File: config.mk
export PLATFORM = sky130hd
export DESIGN_NAME = log_line_fault_code_extractor
export DESIGN_NICKNAME = d
export VERILOG_FILES = /design/src/hw/rtl/lfce_pkg.sv /design/src/hw/rtl/log_line_fault_code_extractor.sv /design/src/hw/rtl/lfce_parser.sv /design/src/hw/rtl/lfce_out_reg.sv
export SDC_FILE = /design/constraint.sdc
export NUM_CORES = 1
export LEC_CHECK = 0
export BUFFER_PORTS_ARGS = -buffer_cell sky130_fd_sc_hd__buf_4
export CORE_MARGIN = 2
export CORE_UTILIZATION = 62
export CTS_CLUSTER_SIZE = 12
export DETAILED_ROUTE_END_ITERATION = 12
export GPL_TIMING_DRIVEN = 0
export HOLD_SLACK_MARGIN = 0.02
export PLACE_DENSITY_LB_ADDON = 0.12
export SLEW_MARGIN = 10
export SYNTH_ARGS = -nofsm -noshare
export SYNTH_HDL_FRONTEND = slang
export SYNTH_HIERARCHICAL = 1
export SYNTH_SLANG_ARGS = --single-unit
File: constraint.sdc
create_clock -name clk -period 5.75 [get_ports clk]
set_input_delay 0.8625 -clock clk [delete_from_list [all_inputs] [get_ports clk]]
set_output_delay 0.8625 -clock clk [all_outputs]
set_load 0.01 [all_outputs]
File: src/hw/rtl/lfce_pkg.sv
`timescale 1ns / 1ps
`default_nettype none
// ----------------------------------------------------------------------------
// lfce_pkg: shared types and constants of the log line fault code extractor.
// Holds the parse phase encoding, the result record and the marker text.
// ----------------------------------------------------------------------------
package lfce_pkg;

	// Marker text is "NVRM: Xid (" and is eleven characters long.
	localparam int unsigned MARKER_LEN = 11;
	localparam int unsigned POS_W = 4;
	localparam logic [POS_W-1:0] MARKER_DONE = POS_W'(MARKER_LEN);

	localparam int unsigned CODE_W = 32;

	// Characters of interest.
	localparam logic [7:0] CH_N     = 8'h4E;
	localparam logic [7:0] CH_PAREN = 8'h29;
	localparam logic [7:0] CH_COLON = 8'h3A;
	localparam logic [7:0] CH_COMMA = 8'h2C;
	localparam logic [7:0] CH_SPACE = 8'h20;
	localparam logic [7:0] CH_TAB   = 8'h09;
	localparam logic [7:0] CH_ZERO  = 8'h30;
	localparam logic [7:0] CH_NINE  = 8'h39;

	// Parse phase, one-hot.
	typedef enum logic [5:0] {
		PH_MARKER = 6'b000001,
		PH_CLOSE  = 6'b000010,
		PH_SKIP   = 6'b000100,
		PH_DIGITS = 6'b001000,
		PH_OK     = 6'b010000,
		PH_FAIL   = 6'b100000
	} phase_t;

	// One result of a finished line.
	typedef struct packed {
		logic              found;
		logic [CODE_W-1:0] code;
	} res_t;

	// Expected marker character at a given match position.
	function automatic logic [7:0] marker_char(input logic [POS_W-1:0] pos);
		logic [7:0] ch;
		case (pos)
			4'd0:    ch = 8'h4E; // N
			4'd1:    ch = 8'h56; // V
			4'd2:    ch = 8'h52; // R
			4'd3:    ch = 8'h4D; // M
			4'd4:    ch = 8'h3A; // :
			4'd5:    ch = 8'h20; // space
			4'd6:    ch = 8'h58; // X
			4'd7:    ch = 8'h69; // i
			4'd8:    ch = 8'h64; // d
			4'd9:    ch = 8'h20; // space
			4'd10:   ch = 8'h28; // (
			default: ch = 8'h4E;
		endcase
		return ch;
	endfunction

endpackage
`default_nettype wire

File: src/hw/rtl/log_line_fault_code_extractor.sv
`timescale 1ns / 1ps
`default_nettype none
// ----------------------------------------------------------------------------
// log_line_fault_code_extractor: pulls the fault code out of a log line.
//
// Characters arrive on the input channel (char_byte, end_of_line) with
// in_valid and in_stall, one transfer per character. The block looks for
// the marker text, then for "):", skips blanks and reads a decimal code.
// Exactly one result leaves on the output channel (found, fault_code) with
// out_valid and out_stall for each line, after its last character.
// Throughput is one character per cycle while in_stall is low. A character
// is registered, then the parse state updates as it leaves the input
// register; a line's result passes the input register, then the result register.
// When the receiver stalls, the result register holds its value, and the
// input keeps flowing until a further line end reaches the input register;
// then in_stall rises until the waiting result is taken.
// Reset clears the parse state and empties both registers, so the block
// starts at the beginning of a line and shows no result.
// ----------------------------------------------------------------------------
module log_line_fault_code_extractor
	import lfce_pkg::*;
(
	input  wire logic              clk,
	input  wire logic              arst_n,
	input  wire logic              in_valid,
	output logic                   in_stall,
	input  wire logic [7:0]        char_byte,
	input  wire logic              end_of_line,
	output logic                   out_valid,
	input  wire logic              out_stall,
	output logic                   found,
	output logic [CODE_W-1:0]      fault_code
);

	logic       valid_s1;
	logic [7:0] char_s1;
	logic       eol_s1;
	logic       in_take;
	logic       advance;
	res_t       res;

	// A stage-one character moves on unless it ends a line and the result
	// register is still holding an untaken result.
	assign advance  = valid_s1 && (!eol_s1 || !out_valid || !out_stall);
	assign in_stall = valid_s1 && !advance;
	assign in_take  = in_valid && !in_stall;

	// Input register.
	always_ff @(posedge clk or negedge arst_n) begin
		if (!arst_n) begin
			valid_s1 <= 1'b0;
		end else if (in_take) begin
			valid_s1 <= 1'b1;
		end else if (advance) begin
			valid_s1 <= 1'b0;
		end
	end

	always_ff @(posedge clk) begin
		if (in_take) begin
			char_s1 <= char_byte;
			eol_s1  <= end_of_line;
		end
	end

	lfce_parser u_parser (
		.clk    (clk),
		.arst_n (arst_n),
		.step   (advance),
		.ch     (char_s1),
		.last   (eol_s1),
		.res    (res)
	);

	lfce_out_reg u_out_reg (
		.clk        (clk),
		.arst_n     (arst_n),
		.load       (advance && eol_s1),
		.res        (res),
		.out_stall  (out_stall),
		.out_valid  (out_valid),
		.found      (found),
		.fault_code (fault_code)
	);

endmodule
`default_nettype wire

File: src/hw/rtl/lfce_parser.sv
`timescale 1ns / 1ps
`default_nettype none
// ----------------------------------------------------------------------------
// lfce_parser: per-line parse state and its single-character update.
// Consumes one character per step and returns the result on the last one.
// ----------------------------------------------------------------------------
module lfce_parser
	import lfce_pkg::*;
(
	input  wire logic        clk,
	input  wire logic        arst_n,
	input  wire logic        step,
	input  wire logic [7:0]  ch,
	input  wire logic        last,
	output res_t             res
);

	phase_t              phase_q, phase_n;
	logic [POS_W-1:0]    pos_q, pos_n;
	logic                paren_q, paren_n;
	logic [CODE_W-1:0]   acc_q, acc_n;
	logic                ovf_q, ovf_n;
	logic                seen_q, seen_n;

	logic                is_digit, is_blank;
	logic [CODE_W+3:0]   acc_wide;
	logic                valid_now, valid_next;

	assign is_digit = (ch >= CH_ZERO) && (ch <= CH_NINE);
	assign is_blank = (ch == CH_SPACE) || (ch == CH_TAB);

	// Accumulator times ten plus the new digit, with the carry bits kept.
	assign acc_wide = {1'b0, acc_q, 3'b000} + {3'b000, acc_q, 1'b0}
		+ {28'd0, ch[3:0] - CH_ZERO[3:0]};

	assign valid_now = seen_q && !ovf_q && (acc_q != '0);

	// Next parse state for the current character.
	always_comb begin
		phase_n = phase_q;
		pos_n   = pos_q;
		paren_n = paren_q;
		acc_n   = acc_q;
		ovf_n   = ovf_q;
		seen_n  = seen_q;
		case (phase_q)
			PH_MARKER: begin
				if (ch == marker_char(pos_q)) begin
					pos_n = pos_q + 1'b1;
				end else begin
					pos_n = (ch == CH_N) ? POS_W'(1) : '0;
				end
				if (pos_n == MARKER_DONE) begin
					phase_n = PH_CLOSE;
					pos_n   = '0;
					paren_n = 1'b0;
				end
			end
			PH_CLOSE: begin
				if (paren_q && (ch == CH_COLON)) begin
					phase_n = PH_SKIP;
					paren_n = 1'b0;
				end else begin
					paren_n = (ch == CH_PAREN);
				end
			end
			PH_SKIP: begin
				if (is_digit) begin
					acc_n   = acc_wide[CODE_W-1:0];
					ovf_n   = ovf_q | (|acc_wide[CODE_W+3:CODE_W]);
					seen_n  = 1'b1;
					phase_n = PH_DIGITS;
				end else if (!is_blank) begin
					phase_n = PH_FAIL;
				end
			end
			PH_DIGITS: begin
				if (is_digit) begin
					acc_n  = acc_wide[CODE_W-1:0];
					ovf_n  = ovf_q | (|acc_wide[CODE_W+3:CODE_W]);
					seen_n = 1'b1;
				end else if ((ch == CH_COMMA) || is_blank) begin
					phase_n = valid_now ? PH_OK : PH_FAIL;
				end else begin
					phase_n = PH_FAIL;
				end
			end
			default: begin
				phase_n = phase_q;
			end
		endcase
	end

	// Result of the line as it stands after this character.
	assign valid_next = seen_n && !ovf_n && (acc_n != '0);
	always_comb begin
		res.found = (phase_n == PH_OK) || ((phase_n == PH_DIGITS) && valid_next);
		res.code  = res.found ? acc_n : '0;
	end

	// State registers; the last character of a line clears them.
	always_ff @(posedge clk or negedge arst_n) begin
		if (!arst_n) begin
			phase_q <= PH_MARKER;
			pos_q   <= '0;
			paren_q <= 1'b0;
			acc_q   <= '0;
			ovf_q   <= 1'b0;
			seen_q  <= 1'b0;
		end else if (step) begin
			if (last) begin
				phase_q <= PH_MARKER;
				pos_q   <= '0;
				paren_q <= 1'b0;
				acc_q   <= '0;
				ovf_q   <= 1'b0;
				seen_q  <= 1'b0;
			end else begin
				phase_q <= phase_n;
				pos_q   <= pos_n;
				paren_q <= paren_n;
				acc_q   <= acc_n;
				ovf_q   <= ovf_n;
				seen_q  <= seen_n;
			end
		end
	end

endmodule
`default_nettype wire

File: src/hw/rtl/lfce_out_reg.sv
`timescale 1ns / 1ps
`default_nettype none
// ----------------------------------------------------------------------------
// lfce_out_reg: result register of the extractor.
// Holds one result until the receiver takes it.
// ----------------------------------------------------------------------------
module lfce_out_reg
	import lfce_pkg::*;
(
	input  wire logic              clk,
	input  wire logic              arst_n,
	input  wire logic              load,
	input  wire res_t              res,
	input  wire logic              out_stall,
	output logic                   out_valid,
	output logic                   found,
	output logic [CODE_W-1:0]      fault_code
);

	logic valid_q;
	res_t data_q;

	// Valid flag: set on load, cleared once the transfer completes.
	always_ff @(posedge clk or negedge arst_n) begin
		if (!arst_n) begin
			valid_q <= 1'b0;
		end else if (load) begin
			valid_q <= 1'b1;
		end else if (!out_stall) begin
			valid_q <= 1'b0;
		end
	end

	// Payload is only written when a new result is loaded.
	always_ff @(posedge clk) begin
		if (load) begin
			data_q <= res;
		end
	end

	assign out_valid  = valid_q;
	assign found      = data_q.found;
	assign fault_code = data_q.code;

endmodule
`default_nettype wire

== Yosys cells after proc, flatten, opt, wreduce, memory -nomap -nowiden ==
Memories as Yosys holds them, arrays and structs flattened.
Cells that the tools add are included.
W data, S select, Z words.
Operators by class
  add/sub/neg operators: 3
  bitwise operators: 1
  reduce and logical (&&, ||, !) cells: 32
  mux-type cells: 33
  equality and inequality tests: 16
  magnitude comparators: 2
Operators by type and width (number)
  $mux W32: 3
  $reduce_bool A32 Y1: 2
  $mux W6: 8
  $add A35 B33 Y36: 1
  $add A36 B4 Y36: 1
  $eq A8 B6 Y1 const B: 4
  $pmux W6 S4: 1
  $mux W4: 5
  $mux W1: 14
  $eq A6 B4 Y1 const B: 2
  $logic_and A1 B1 Y1: 11
  $eq A8 B4 Y1 const B: 1
  $eq A8 B7 Y1 const B: 1
  $eq A8 B8 Y1: 1
  $ge A8 B6 Y1 const B: 1
  $le A8 B6 Y1 const B: 1
  $mux W8: 1
  $logic_not A1 Y1: 7
  $eq A6 B1 Y1 const B: 1
  $eq A6 B2 Y1 const B: 1
  $eq A6 B3 Y1 const B: 1
  $eq A6 B5 Y1 const B: 1
  $logic_or A1 B1 Y1: 5
  $add A4 B1 Y4 const B: 1
  other kinds (11): 12
Word-level totals
  memories kept: 1
  register bits after elaboration: 89
  input port bits: 13
  bits in read-only memories: 112
  output and inout bits: 35
Memories
  (name not given): words 16, width 7, rd ports 1, clocked after Yosys merged registers in 0, wr ports 0, line lfce_pkg.sv:45  | case (pos)

== Depth between registers and ports, before layout ==
  depth in word-level cells: 11
  depth in mapped cells: 16
  gate-level depth less buffers: 15

== Hierarchy ==
Netlist, hierarchy kept.
Modules (own cells, without submodules)
  lfce_parser: cells an instance 669, seq. area each 1127.3 um2, area an instance 5434.0 um2, instances 1
  lfce_out_reg: cells an instance 35, seq. area each 1016.0 um2, area an instance 1023.5 um2, instances 1
  log_line_fault_code_extractor: cells an instance 18, seq. area each 295.3 um2, area an instance 336.6 um2, instances 1

== Worst setup path after synthesis ==
Ideal clock, no wire load.
  kind: flip-flop to flip-flop
  from: register char_s1[3]
  to: register u_out_reg.data_q (netlist bit u_out_reg/fault_code[11]) (data pin)
  setup slack: 1733 ps
  arrival: 3753 ps
  cell stages (with the launch flop): 16
  path through: edfxtp_1 > inv_1 > fa_1 > fa_1 > nand2b_1 > a21o_1 > a2111oi_1 > nor3_2 > o21a_1 > xnor2_1 > nor2_1 > a21oi_1 > or4b_1 > nor3_2 > buf_4 > nor3_2
Between the ends
  cells in the longest elaborated chain, start to end: 10
  elaborated cells between the ends (all ways): 40
  those cells by class: add/sub (1); order compare (2); eq/ne (9); mux (16); bitwise (1); reduce/logical (11)
Ends and longest elaborated chain
  from (decl): line log_line_fault_code_extractor.sv:36  | logic [7:0] char_s1;
  from (signal assigned): line log_line_fault_code_extractor.sv:61  | char_s1 <= char_byte;
  $add A36 B4 Y36 or $eq A8 B7 Y1 (tied branches): line lfce_parser.sv:34, lfce_parser.sv:51
  $reduce_or A4 Y1 or $mux W1 (tied branches): line lfce_parser.sv:70, lfce_parser.sv:80, lfce_parser.sv:51
  $or A1 B1 Y1 or $mux W4 (tied branches): line lfce_parser.sv:70, lfce_parser.sv:80, lfce_parser.sv:48
  $mux W1 or $mux W4 (tied branches): line lfce_parser.sv:68, lfce_parser.sv:78, lfce_parser.sv:46
  $mux W1 or $eq A4 B4 Y1 (tied branches)
  $logic_not A1 Y1 or $mux W6 (tied branches): line lfce_parser.sv:95, lfce_parser.sv:53
  $logic_and A1 B1 Y1 or $pmux W6 S4 (tied branches): line lfce_parser.sv:95, lfce_parser.sv:46
  $logic_and A1 B1 Y1 or $eq A6 B4 Y1 (tied branches): line lfce_parser.sv:95, lfce_parser.sv:97
  $logic_and A1 B1 Y1: line lfce_parser.sv:97  | res.found = (phase_n == PH_OK) || ((phase_n == PH_DIGITS) && valid_next);
  $logic_or A1 B1 Y1: line lfce_parser.sv:97
  to (signal assigned): line lfce_out_reg.sv:37  | data_q <= res;
  to (decl): line lfce_out_reg.sv:21  | res_t data_q;
Parallel ways exist; a longest one is shown, timed or not. The select of a mux whose other input is x is not followed.
A chain may end at the register's enable or synchronous reset.

== Worst setup path after layout ==
  from: register char_s1[3]
  to: register u_out_reg.data_q (netlist bit u_out_reg/fault_code[27]) (data pin)
The elaborated chain is that of the path after synthesis.

==> run summary <==
nand2_1 is the most common cell in the netlist. Area share of the leading cell type in the synthesized netlist: 0.186. The share of layout cells above drive strength 1 was 0.144; the area inside the core boundary was 0.0107 mm^2. The proportion of synthesized area in mux cells is 0.0210.

In the routed design, unresolved DRC markers number 0. The root buffer cell was clkbuf_8. The adder and majority cell fraction of the synthesized area is 0.135.

The source-to-sink clock delay at the later pin of the worst-skew pair is 0.37 ns. For the number of warnings issued by yosys, the log shows 6. The cell row count was 38; the number of placed I/O pins was 48. The tools report the via count of the first global-routing pass as 5738. The first routing iteration left 475 violations. STA puts the critical path data arrival time at 5.19 ns. The final layout contains routed wiring with a total length of 18300 um. The tools report the met3 global-route usage as 0.0496. Path type of the worst min-delay path: primary input to asynchronous set/reset pin. After layout, the worst setup slack is 0.734 ns. Portion of the clock cycle consumed by the worst path in the final layout: 0.872. In this run the tool buffered the top-level ports with 47 buffer cells.

Setup repair after global routing left no endpoint under its margin. The leakage power summed over all cells was 0.00319 uW; the global-route wire length before repair was 28900 um. The net count of the finished layout is 866.

In this run the worst path has a maximum fanout of 10. Number of search-and-repair iterations in the first detailed-routing pass: 5. In this run the cell area of the synthesized design comes to 0.00679 mm^2. Averaged over all synthesized cells, the footprint is 9.41 um^2. The max-slew violation count is 0, and the starting density of the core is 0.632. The tool flagged a number of max-cap violations equal to 0. The netlist uses 70 different library cells. Tracing the worst setup path back leads to its startpoint at char_s1[3]. The logs give 722 for the cell count after synthesis and 0 for the final global-route overflow total.

At the pin with the least slew margin, the transition time is 0.869 ns. The synthesized design contains 89 register bits. The half-perimeter wire length after detailed placement is 13900 um, and the clock period minus final worst setup slack is 5.02 ns.

For the final routed database, the setup TNS stands at 0 ns. Timing would allow up to 199 MHz. From left edge to right edge, the die measures 109 um.

Relative to the synthesized area, the layout overhead comes to 11.4%. Gates resized during post-CTS repair numbered 0. The largest individual stage delay along the critical path comes from the cell nor4_4. The number of buffers created by CTS came out at 9.

By count the netlist is led by 71 x nand2_1, 70 x ha_1, 64 x nor2_1. The global-route met1 utilization came out at 0.440. TritonCTS built the clock tree. Counting along the longest clock path gives a buffer depth of 2.

After synthesis, the largest family of logic cells by area is compound AO/OA/AOI/OAI gates. The run gives 0 as the number of antenna violations at the first check in global routing. In this run the vertical extent of the chip is 109 um. The routed wirelength normalized by instance count works out to 19.7 um. Of all cell types, the one taking the most synthesized area is edfxtp_1. The congestion estimate from routability-driven global placement came to 0.910. The largest single stage delay on the critical path is 0.62 ns. By area the synthesized netlist is led by edfxtp_1 19%, dfrtp_1 17%, ha_1 13%. Number of routed nets with antenna violations: 0. For this run, the leading register cell type out of synthesis is dfrtp_1. Clock sink count: 89.

Busiest layer in global routing: met2. The post-synthesis async set-or-reset flop share was 0.528; the synthesized-area fraction occupied by ao, oa, aoi and oai cells was 0.220. After clock tree synthesis, the setup repair step added 0 buffers. The met2 usage was 0.516; the overall fraction of global-route tracks in use was 0.319. Across the VDD grid, the largest voltage drop is 0.133 mV. For the diode insertion count for antenna repair, the log shows 0.

STA classifies the critical path startpoint as a flip-flop. The flow ran to the end, and the final reports show no timing, DRC or antenna violations. The routed layout has 6029 vias. The number of nets handed over by synthesis was 807. The largest net degree at the start of global routing is 48.

STA classifies the critical path endpoint as a flip-flop. The simple-gate share of the synthesized area came out at 0.192. Traced cell by cell, the critical path runs through inv_1 -> fa_1 -> fa_1 -> nand2b_1 -> a21o_1 -> a2111oi_1 -> nor3_2 -> o21ai_1 -> a211o_1 -> xnor2_1 -> o21ai_1 -> nor4_4 -> nor2_4 -> buf_6 -> a211oi_2.

The CTS clock-pin slew for the worst setup and hold paths is 0.11 ns, and the H-tree level count is 3. For this design, the CTS-stage hold fixing added 0 buffers. The synthesized-area fraction occupied by xor and xnor cells is 0.0464. The number of setup violations in the final report came out at 0. Dividing total power by cell area gives a power density of 172 mW/mm^2. The mean number of vias per cell was 6.51. The number of hold-slack violations in the final timing report is 0. In this run, synthesis inferred 42 flip-flops with an integrated enable. The area of the die was 0.0118 mm^2. Timing analysis after detailed placement gives a worst setup slack of 0.899 ns.

For the worst setup path, the data required time is 5.92 ns. The relative max-transition margin was 0.419. The type of the worst setup path was flip-flop to flip-flop.

Launch point of the worst reg-to-reg path: char_s1[3]. For the worst setup skew after layout, the log shows 0.0220 ns. Sequential-to-total area share from yosys stat: 0.359.
## sequential cells by signal, indices dropped and copies added, names as in the netlist, 4 cells and up
name                  cells
u_parser/pos_q            4
u_parser/acc_q           32
u_parser/phase_q          6
u_out_reg/fault_code     32
char_s1                   8
## layout by cell type (no fill, tap or decap), drive strengths merged, types with 18 or more instances in the layout
| cell type | instances |
|---|---|
| nand2 | 71 |
| buf | 57 |
| o21ai | 55 |
| xor2 | 18 |
| o2bb2ai | 18 |
| a21oi | 59 |
| nor2 | 65 |
| clkbuf | 26 |
| xnor2 | 18 |
| nor3 | 28 |
| ha | 70 |
| edfxtp | 42 |
| inv | 21 |
| dfrtp | 46 |
## layout make-up
| type | instances | area [um^2] |
|---|---|---|
| Multi-Input combinational cell | 590 | 4190 |
| Fill cell | 878 | 3180 |
| Sequential cell | 89 | 2440 |
| Timing Repair Buffer | 48 | 380 |
| Tap cell | 140 | 175 |
| Clock buffer | 9 | 124 |
| Buffer | 26 | 118 |
| Clock inverter | 7 | 85.1 |
| Inverter | 17 | 63.8 |
## report_power, final
part	total, uW	leakage [uW]	internal, uW	switching [uW]
Clock	473	0.000106	211	262
Sequential	698	0.00104	687	10.9
Combinational	131	0.00204	48.2	82.5
Total	1300	0.00319	947	355
## metrics by stage
stage	instances	area [um^2]	utilization	total power, uW	hold WS, ns
floorplan	722	6790	-	783	0.479
CTS	926	7570	0.704	1300	0.511
global placement	909	7320	0.681	834	0.493
detailed placement	910	7360	0.685	840	0.498
global route	926	7570	0.704	1350	0.525
finish	926	7570	0.704	1300	0.496
## metal layers
layer	wire length, um	up-vias
li1	-	2833
met1	8010	2922
met2	8550	229
met3	1200	45
met4	513	0
met5	0	-
## cells by family (layout without fill, tap and decap cells)
group	after synthesis	count (layout)
simple gates	245	245
mux	14	14
fa+ha+maj	72	72
xor+xnor	36	36
flops	89	89
buf+inv	43	107
compound gates	223	223
## worst max-delay path: cells and delay by family, from the launching register on
family	cells	cell delay (ns)
AOI/OAI and AO/OA	6	1.76
and+or+nand+nor	4	1.11
adders and majority gates	2	0.94
DFF	1	0.45
buffers and inverters	2	0.45
xor gates and xnor gates	1	0.11
## path summary, 6_finish.rpt
path | end | slack [ns] | depth (start not counted)
min in group clk | u_parser/paren_q | 0.53 | 1
max in group asynchronous | u_parser/phase_q[1] | 4.83 | 1
worst max-delay path | u_out_reg/fault_code[27] | 0.73 | 15
worst max register to register | u_out_reg/fault_code[27] | 0.73 | 15
worst min register to register | u_parser/paren_q | 0.53 | 1
worst min-delay path | u_parser/acc_q[28] | 0.50 | 1
Note: power is estimated with default switching activity, not from simulation.
